### config.mk
export PLATFORM = sky130hd
export DESIGN_NAME = integer_to_ascii_converter
export DESIGN_NICKNAME = d
export VERILOG_FILES = /design/src/sv/iac_pkg.sv /design/src/sv/iac_datapath.sv /design/src/sv/iac_ctrl.sv /design/src/sv/integer_to_ascii_converter.sv
export SDC_FILE = /design/constraint.sdc
export NUM_CORES = 1
export LEC_CHECK = 0
export BUFFER_PORTS_ARGS = -buffer_cell sky130_fd_sc_hd__buf_2
export CAP_MARGIN = 15
export CORE_ASPECT_RATIO = 1.75
export CORE_MARGIN = 1.5
export CORE_UTILIZATION = 57
export CTS_CLUSTER_SIZE = 8
export DETAILED_ROUTE_END_ITERATION = 8
export GPL_TIMING_DRIVEN = 0
export PLACE_DENSITY = 0.85
export SETUP_SLACK_MARGIN = 0.05
export SLEW_MARGIN = 20
export SYNTH_ARGS = -nofsm -noshare
export SYNTH_HDL_FRONTEND = slang
export SYNTH_HIERARCHICAL = 1
export SYNTH_SLANG_ARGS = --single-unit
### constraint.sdc
create_clock -name clk -period 6.19 [get_ports clk]
set_input_delay 0.619 -clock clk [delete_from_list [all_inputs] [get_ports clk]]
set_output_delay 0.619 -clock clk [all_outputs]
set_load 0.02 [all_outputs]
### src/sv/iac_pkg.sv
// ----------------------------------------------------------------------------
// iac_pkg
// Shared types, codes and sizing helpers of the integer to ASCII converter.
// ----------------------------------------------------------------------------
`default_nettype none

package iac_pkg;

  // Default width of the converted word
  localparam int WORD_BITS_DEF = 32;

  // Conversion kinds; the unused code converts as unsigned decimal
  localparam logic [1:0] KIND_UDEC = 2'd0;
  localparam logic [1:0] KIND_SDEC = 2'd1;
  localparam logic [1:0] KIND_HEX  = 2'd2;

  // ASCII codes
  localparam logic [6:0] CH_ZERO  = 7'h30;
  localparam logic [6:0] CH_LOW_A = 7'h61;
  localparam logic [6:0] CH_MINUS = 7'h2D;

  // Controller states
  typedef enum logic [2:0] {
    ST_IDLE,
    ST_SETUP,
    ST_SIGN,
    ST_CONV,
    ST_EMIT
  } state_t;

  // Commands from controller to datapath
  typedef struct packed {
    logic load;         // capture the input word
    logic sign;         // send the minus sign
    logic dabble;       // one double dabble step
    logic emit;         // send or skip the top digit
    logic final_digit;  // the top digit is the lowest one
  } cmd_t;

  // Status from datapath to controller
  typedef struct packed {
    logic neg;  // captured word is negative signed decimal
    logic hex;  // captured word converts as hexadecimal
  } sts_t;

  // Decimal digits of the largest unsigned word of the given width
  function automatic int dec_digits(input int bits);
    return (bits * 30103) / 100000 + 1;
  endfunction

  // Hexadecimal digits of a word of the given width
  function automatic int hex_digits(input int bits);
    return (bits + 3) / 4;
  endfunction

endpackage

`default_nettype wire

### src/sv/iac_datapath.sv
// ----------------------------------------------------------------------------
// iac_datapath
// Magnitude and digit registers, double dabble step, character output stage.
// ----------------------------------------------------------------------------
`default_nettype none

module iac_datapath #(
  parameter int WORD_BITS = iac_pkg::WORD_BITS_DEF
) (
  input  logic          clk,
  input  logic          rst_n,
  input  logic [31:0]   in_value,
  input  logic [1:0]    in_kind,
  input  iac_pkg::cmd_t cmd,
  output iac_pkg::sts_t sts,
  output logic          out_strobe,
  output logic [6:0]    out_character,
  output logic          out_last
);
  import iac_pkg::*;

  localparam int DecDigits = dec_digits(WORD_BITS);
  localparam int HexDigits = hex_digits(WORD_BITS);
  localparam int DigW      = DecDigits * 4;
  localparam int HexW      = HexDigits * 4;
  localparam int HexShift  = DigW - HexW;

  logic [WORD_BITS-1:0] v_w;
  logic [WORD_BITS-1:0] mag_r, mag_nxt;
  logic [DigW-1:0]      dig_r, dig_nxt, dig_adj;
  logic                 neg_r, neg_nxt;
  logic                 hex_r, hex_nxt;
  logic                 seen_r, seen_nxt;
  logic                 strobe_r, strobe_nxt;
  logic [6:0]           char_r, char_nxt;
  logic                 last_r, last_nxt;
  logic                 is_neg_in;
  logic [3:0]           top_dig;
  logic                 emit_ok;

  // Map one digit to its ASCII code
  function automatic logic [6:0] digit_char(input logic [3:0] d);
    if (d >= 4'd10) begin
      return CH_LOW_A + {3'b000, d} - 7'd10;
    end
    return CH_ZERO + {3'b000, d};
  endfunction

  // Take the low word bits, zero extended when the word is wider
  assign v_w       = WORD_BITS'(in_value);
  assign is_neg_in = (in_kind == KIND_SDEC) && v_w[WORD_BITS-1];

  // Add three to every BCD digit of five or more before the shift
  for (genvar i = 0; i < DecDigits; i++) begin : g_adj
    assign dig_adj[4*i +: 4] = (dig_r[4*i +: 4] >= 4'd5) ?
                               dig_r[4*i +: 4] + 4'd3 : dig_r[4*i +: 4];
  end

  // Drop leading zeros, but always send the lowest digit
  assign top_dig = dig_r[DigW-1 -: 4];
  assign emit_ok = cmd.emit && ((top_dig != 4'd0) || seen_r || cmd.final_digit);

  // Next values of the datapath registers
  always_comb begin
    mag_nxt    = mag_r;
    dig_nxt    = dig_r;
    neg_nxt    = neg_r;
    hex_nxt    = hex_r;
    seen_nxt   = seen_r;
    strobe_nxt = 1'b0;
    char_nxt   = char_r;
    last_nxt   = last_r;
    if (cmd.load) begin
      neg_nxt  = is_neg_in;
      hex_nxt  = (in_kind == KIND_HEX);
      mag_nxt  = is_neg_in ? WORD_BITS'(~v_w + WORD_BITS'(1)) : v_w;
      dig_nxt  = (in_kind == KIND_HEX) ? (DigW'(HexW'(v_w)) << HexShift) : '0;
      seen_nxt = 1'b0;
    end
    if (cmd.sign) begin
      strobe_nxt = 1'b1;
      char_nxt   = CH_MINUS;
      last_nxt   = 1'b0;
    end
    if (cmd.dabble) begin
      dig_nxt = {dig_adj[DigW-2:0], mag_r[WORD_BITS-1]};
      mag_nxt = {mag_r[WORD_BITS-2:0], 1'b0};
    end
    if (cmd.emit) begin
      dig_nxt = {dig_r[DigW-5:0], 4'd0};
      if (emit_ok) begin
        strobe_nxt = 1'b1;
        char_nxt   = digit_char(top_dig);
        last_nxt   = cmd.final_digit;
        seen_nxt   = 1'b1;
      end
    end
  end

  // Control flags
  always_ff @(posedge clk) begin
    if (!rst_n) begin
      neg_r    <= 1'b0;
      hex_r    <= 1'b0;
      seen_r   <= 1'b0;
      strobe_r <= 1'b0;
    end else begin
      neg_r    <= neg_nxt;
      hex_r    <= hex_nxt;
      seen_r   <= seen_nxt;
      strobe_r <= strobe_nxt;
    end
  end

  // Payload registers
  always_ff @(posedge clk) begin
    mag_r  <= mag_nxt;
    dig_r  <= dig_nxt;
    char_r <= char_nxt;
    last_r <= last_nxt;
  end

  assign sts.neg       = neg_r;
  assign sts.hex       = hex_r;
  assign out_strobe    = strobe_r;
  assign out_character = char_r;
  assign out_last      = last_r;

endmodule

`default_nettype wire

### src/sv/iac_ctrl.sv
// ----------------------------------------------------------------------------
// iac_ctrl
// Sequencer: setup, optional sign, double dabble steps for decimal, digit output.
// ----------------------------------------------------------------------------
`default_nettype none

module iac_ctrl #(
  parameter int WORD_BITS = iac_pkg::WORD_BITS_DEF
) (
  input  logic          clk,
  input  logic          rst_n,
  input  logic          start,
  input  iac_pkg::sts_t sts,
  output iac_pkg::cmd_t cmd,
  output logic          busy
);
  import iac_pkg::*;

  localparam int DecDigits = dec_digits(WORD_BITS);
  localparam int HexDigits = hex_digits(WORD_BITS);
  localparam int CntW      = $clog2(WORD_BITS + 1);

  localparam logic [CntW-1:0] CntBits = CntW'(WORD_BITS);
  localparam logic [CntW-1:0] CntDec  = CntW'(DecDigits);
  localparam logic [CntW-1:0] CntHex  = CntW'(HexDigits);
  localparam logic [CntW-1:0] CntOne  = CntW'(1);

  state_t          state_r, state_nxt;
  logic [CntW-1:0] cnt_r, cnt_nxt;

  // Next state
  always_comb begin
    state_nxt = state_r;
    unique case (state_r)
      ST_IDLE:  if (start) begin
        state_nxt = ST_SETUP;
      end
      ST_SETUP: begin
        if (sts.neg) begin
          state_nxt = ST_SIGN;
        end else if (sts.hex) begin
          state_nxt = ST_EMIT;
        end else begin
          state_nxt = ST_CONV;
        end
      end
      ST_SIGN:  state_nxt = ST_CONV;
      ST_CONV:  if (cnt_r == CntOne) begin
        state_nxt = ST_EMIT;
      end
      ST_EMIT:  if (cnt_r == CntOne) begin
        state_nxt = ST_IDLE;
      end
      default:  state_nxt = ST_IDLE;
    endcase
  end

  // Step counter: dabble steps, then digit positions
  always_comb begin
    cnt_nxt = cnt_r;
    case (state_r)
      ST_SETUP: cnt_nxt = sts.hex ? CntHex : CntBits;
      ST_SIGN:  cnt_nxt = CntBits;
      ST_CONV:  cnt_nxt = (cnt_r == CntOne) ? CntDec : cnt_r - CntOne;
      ST_EMIT:  cnt_nxt = cnt_r - CntOne;
      default:  cnt_nxt = cnt_r;
    endcase
  end

  // Commands
  always_comb begin
    cmd             = '0;
    busy            = 1'b1;
    unique case (state_r)
      ST_IDLE: begin
        busy     = 1'b0;
        cmd.load = start;
      end
      ST_SETUP: ;
      ST_SIGN:  cmd.sign = 1'b1;
      ST_CONV:  cmd.dabble = 1'b1;
      ST_EMIT: begin
        cmd.emit        = 1'b1;
        cmd.final_digit = (cnt_r == CntOne);
      end
      default: busy = 1'b0;
    endcase
  end

  always_ff @(posedge clk) begin
    if (!rst_n) begin
      state_r <= ST_IDLE;
      cnt_r   <= '0;
    end else begin
      state_r <= state_nxt;
      cnt_r   <= cnt_nxt;
    end
  end

endmodule

`default_nettype wire

### src/sv/integer_to_ascii_converter.sv
// ----------------------------------------------------------------------------
// integer_to_ascii_converter
// Converts one word to ASCII text, most significant character first:
// unsigned decimal, signed decimal or lower-case hexadecimal.
// ----------------------------------------------------------------------------
//   channel  handshake            ports
//   input    start && !busy       in_value, in_kind
//   result   out_strobe           out_character, out_last
//
// An accepted word passes through a setup step, a minus sign step when
// negative, WORD_BITS double dabble steps for decimal, then one step per
// digit position (DecDigits decimal, HexDigits hex), leading zeros skipped.
// Each character appears in the cycle after its step; busy drops with the last.
// Synchronous active-low reset returns to idle; results cannot be stalled.
// ----------------------------------------------------------------------------
`default_nettype none

module integer_to_ascii_converter #(
  parameter int WORD_BITS = iac_pkg::WORD_BITS_DEF
) (
  input  logic        clk,
  input  logic        rst_n,
  input  logic        start,
  output logic        busy,
  input  logic [31:0] in_value,
  input  logic [1:0]  in_kind,
  output logic        out_strobe,
  output logic [6:0]  out_character,
  output logic        out_last
);
  import iac_pkg::*;

  cmd_t cmd;
  sts_t sts;

  // Sequence the conversion
  iac_ctrl #(
    .WORD_BITS (WORD_BITS)
  ) u_ctrl (
    .clk   (clk),
    .rst_n (rst_n),
    .start (start),
    .sts   (sts),
    .cmd   (cmd),
    .busy  (busy)
  );

  // Hold the word and produce characters
  iac_datapath #(
    .WORD_BITS (WORD_BITS)
  ) u_dp (
    .clk           (clk),
    .rst_n         (rst_n),
    .in_value      (in_value),
    .in_kind       (in_kind),
    .cmd           (cmd),
    .sts           (sts),
    .out_strobe    (out_strobe),
    .out_character (out_character),
    .out_last      (out_last)
  );

endmodule

`default_nettype wire

==> results_dict.tcl <==
set metrics [dict create \
    pin_count 47 \
    synth_ff_type "edfxtp_1" \
    endpoint_kind "flop" \
    clock-sinks 93 \
    rrSetupSlack_ps 3250 \
    clockPowerShare_pct 31.5 \
    cp_top_family "simple AND/OR/NAND/NOR gates" \
    fillers 842 \
    hold_ws_ps 452.0 \
    clkTransAtPathRegs_ps 70 \
    syn_to_final_growth_pct 11.93 \
    fin_area_um2 6914 \
    maxCapViolations 0 \
    internal_power_mw 1.296 \
    yosys_warnings 6 \
    post_cts_buffers 0 \
    path_buf_inv 2 \
    synth_edf_count 67 \
    irDropWorstVdd_v 0.0001916 \
    arrival_ps 3170 \
    die_w_um 81.70 \
    ys_ff_latch 93 \
    setup_viol 0 \
    diodes 0 \
    grt_pass1_wl_um 27480 \
    cp_cell_sequence "buf_2, nor2_2, and3_1, clkbuf_1, or2_2, o21ai_0, a32oi_1, nor2_1" \
    async_flop_share_pct 0 \
    swShare_pct 31.30 \
    hold_class "reg -> reg" \
    grt_max_degree 33 \
    drtIter0Drc 611 \
    hold_start "u_dp/out_character[6]" \
    tightest_slew_ps 809.9 \
    antenna_found_initial 0 \
    final_cell_mix "nand2_1 (79), edfxtp_1 (67), a21oi_1 (54)" \
    hold_violations 0 \
    drc 0 \
    worstHoldEndpoint "u_dp/out_character[6]" \
    r2r_end "u_dp/dig_r[3]" \
    via_count 5732 \
    fin_crit_sh_pct 47.48 \
    cts_root_buffer "clkbuf_16" \
    relSlewSlack_pct 46.01 \
    start_util_pct 58.08 \
    drive_gt1_share_pct 11.71 \
    numCtsBuffers 9 \
    synth_cell_types 67 \
    crit_required_ps 6420 \
    slew_violations 0 \
    h-tree-depth 3 \
    fin_nets 800 \
    slowest_stage "or2_2" \
    via_per_inst 6.566 \
    clkLatencyLatePin_ps 350 \
    p_sw_mw 0.5905 \
    die-height_um 140.7 \
    cts_tree "built" \
    wire_per_inst_um 19.81 \
    ctsResizeCount 0 \
    r2r_cells 8 \
    p_leak_nw 2.670 \
    core-area_um2 10640 \
    fin_cells 873 \
    synth_cells 680 \
    dpl.cell_count 857 \
    netlist_area_um2 6177 \
    final_common_cell "nand2_1" \
    ctsHoldBuffers 0 \
    cts_buffer_depth 2 \
    hpwlAfterDp_um 12490 \
    hold_depth 2 \
    final_util_pct 65.01 \
    ant_nets 0 \
    synth-seq-area-share_pct 41.00 \
    gp_routability_congestion 0.9452 \
    grt_setup_unrepaired "no" \
    wirelength_um 17290 \
    fin_skew_ps 9.856 \
    path_max_fanout 32 \
    synth_nets 742 \
    min_period_ps 2939 \
    outcome "finished clean" \
    avgSynthCellArea_um2 9.084 \
    fin_ws_ps 3251 \
    power_frac_seq_pct 43.7 \
    total_power_mw 1.886 \
    grt_pass1_vias 5731 \
    startpoint_type "flop" \
    fmax_mhz 340.2 \
    cpPeakStageDelay_ps 750 \
    pre_cts_ws_ps 3068 \
    first_pass_iters 5 \
    post_dp_cell_area_um2 6591 \
    p_per_area_nw_per_um2 272.8 \
    path_class "reg -> reg" \
    r2r-start "u_ctrl/state_r[0]" \
    io_buffer_count 46 \
    power_frac_comb_pct 24.7 \
    overflow 0 \
    setup_tns_ps 0 \
    track_usage_pct 31.11 \
    fp.dieArea_um2 11500 \
    rows 50 \
]
[Yosys cell counts (3+ instances only)]
library cell / count / area [um2]
nor3b_1: 5 / 37.54
or3_1: 15 / 93.84
nor2_1: 25 / 93.84
edfxtp_1: 67 / 2012
o21ai_0: 53 / 265.3
ha_1: 25 / 312.8
a31oi_1: 4 / 25.02
nand4_1: 7 / 43.79
nor2b_1: 9 / 56.30
a21o_1: 8 / 60.06
nor4_1: 10 / 62.56
nor3_1: 19 / 95.09
xnor2_1: 20 / 175.2
a221oi_1: 31 / 271.5
o41ai_1: 8 / 70.07
nand3_1: 7 / 35.03
or4_4: 3 / 33.78
mux2i_1: 14 / 140.1
nand2_1: 79 / 296.5
clkbuf_1: 28 / 105.1
xor2_1: 18 / 157.7
buf_2: 4 / 20.02
or4_1: 4 / 30.03
buf_6: 3 / 33.78
nand2b_1: 12 / 75.07
o31ai_1: 9 / 67.56
inv_1: 53 / 198.9
and2_1: 3 / 18.77
buf_1: 6 / 22.52
dfxtp_1: 26 / 520.5
a21oi_1: 54 / 270.3
[how the worst max path moves through the flow]
stage	start	to	slack, ps	cells after the start
4_1_cts	u_ctrl/state_r[0]	u_dp/dig_r[3]	3260	8
3_5_place_dp	in_value[1]	u_dp/mag_r[26]	3070	9
3_3_place_gp	u_ctrl/state_r[1]	u_dp/dig_r[20]	2820	5
5_1_grt	u_ctrl/state_r[0]	u_dp/dig_r[3]	3000	8
6_report	u_ctrl/state_r[0]	u_dp/dig_r[3]	3250	8
2_1_floorplan	u_ctrl/state_r[0]	u_dp/dig_r[10]	3600	6
[per-layer routing]
metal / track usage [%] / routed length [um] / up-vias
met2: 53.50 / 9025 / 307
met5: 0 / 0 / -
met4: 19.54 / 914 / 0
met3: 6.149 / 1163 / 68
li1: - / - / 2621
met1: 33.88 / 6189 / 2736
[worst register-to-register path, stage by stage (launching register included)]
cell and delay [ps]:
dfxtp_1 330, buf_2 190, nor2_2 370, and3_1 240, clkbuf_1 440, or2_2 750, o21ai_0 230, a32oi_1 220
nor2_1 60
[layout make-up]
cell class	instances	area, um2	share of cell area, %
Clock inverter	4	55.05	0.7962
Timing Repair Buffer	47	250.2	3.619
Clock buffer	12	267.8	3.873
Inverter	53	198.9	2.877
Tap cell	130	162.7	2.353
Multi-Input combinational cell	491	3251	47.01
Sequential cell	93	2532	36.63
Buffer	43	196.4	2.841
[sequential cells by signal (all words and copies together), names as in the netlist]
register / cells
u_dp/out_last: 1
u_dp/neg_r: 1
u_dp/dig_r: 40
u_dp/seen_r: 1
u_dp/out_character: 7
u_ctrl/cnt_r: 6
u_ctrl/state_r: 3
u_dp/hex_r: 1
u_dp/mag_r: 32
u_dp/out_strobe: 1
[logic make-up (layout without fill, tap and decap cells)]
logic type,count (synthesis),in the layout,share of synthesized area (%)
mux,14,14,2.269
simple gates,215,215,18.47
buf+inv,96,159,6.400
compound gates,199,199,21.41
xor+xnor,38,38,5.388
flops,93,93,41.00
fa+ha+maj,25,25,5.064
[power by group through the flow]
stage | clock [mW] | combinational [mW] | sequential, mW
floorplan | 0 | 0.318 | 0.826
global placement | 0 | 0.421 | 0.832
detailed placement | 0 | 0.453 | 0.834
CTS | 0.600 | 0.456 | 0.822
global route | 0.626 | 0.508 | 0.832
finish | 0.595 | 0.467 | 0.825
No activity file was read; power rests on OpenSTA's default activity.
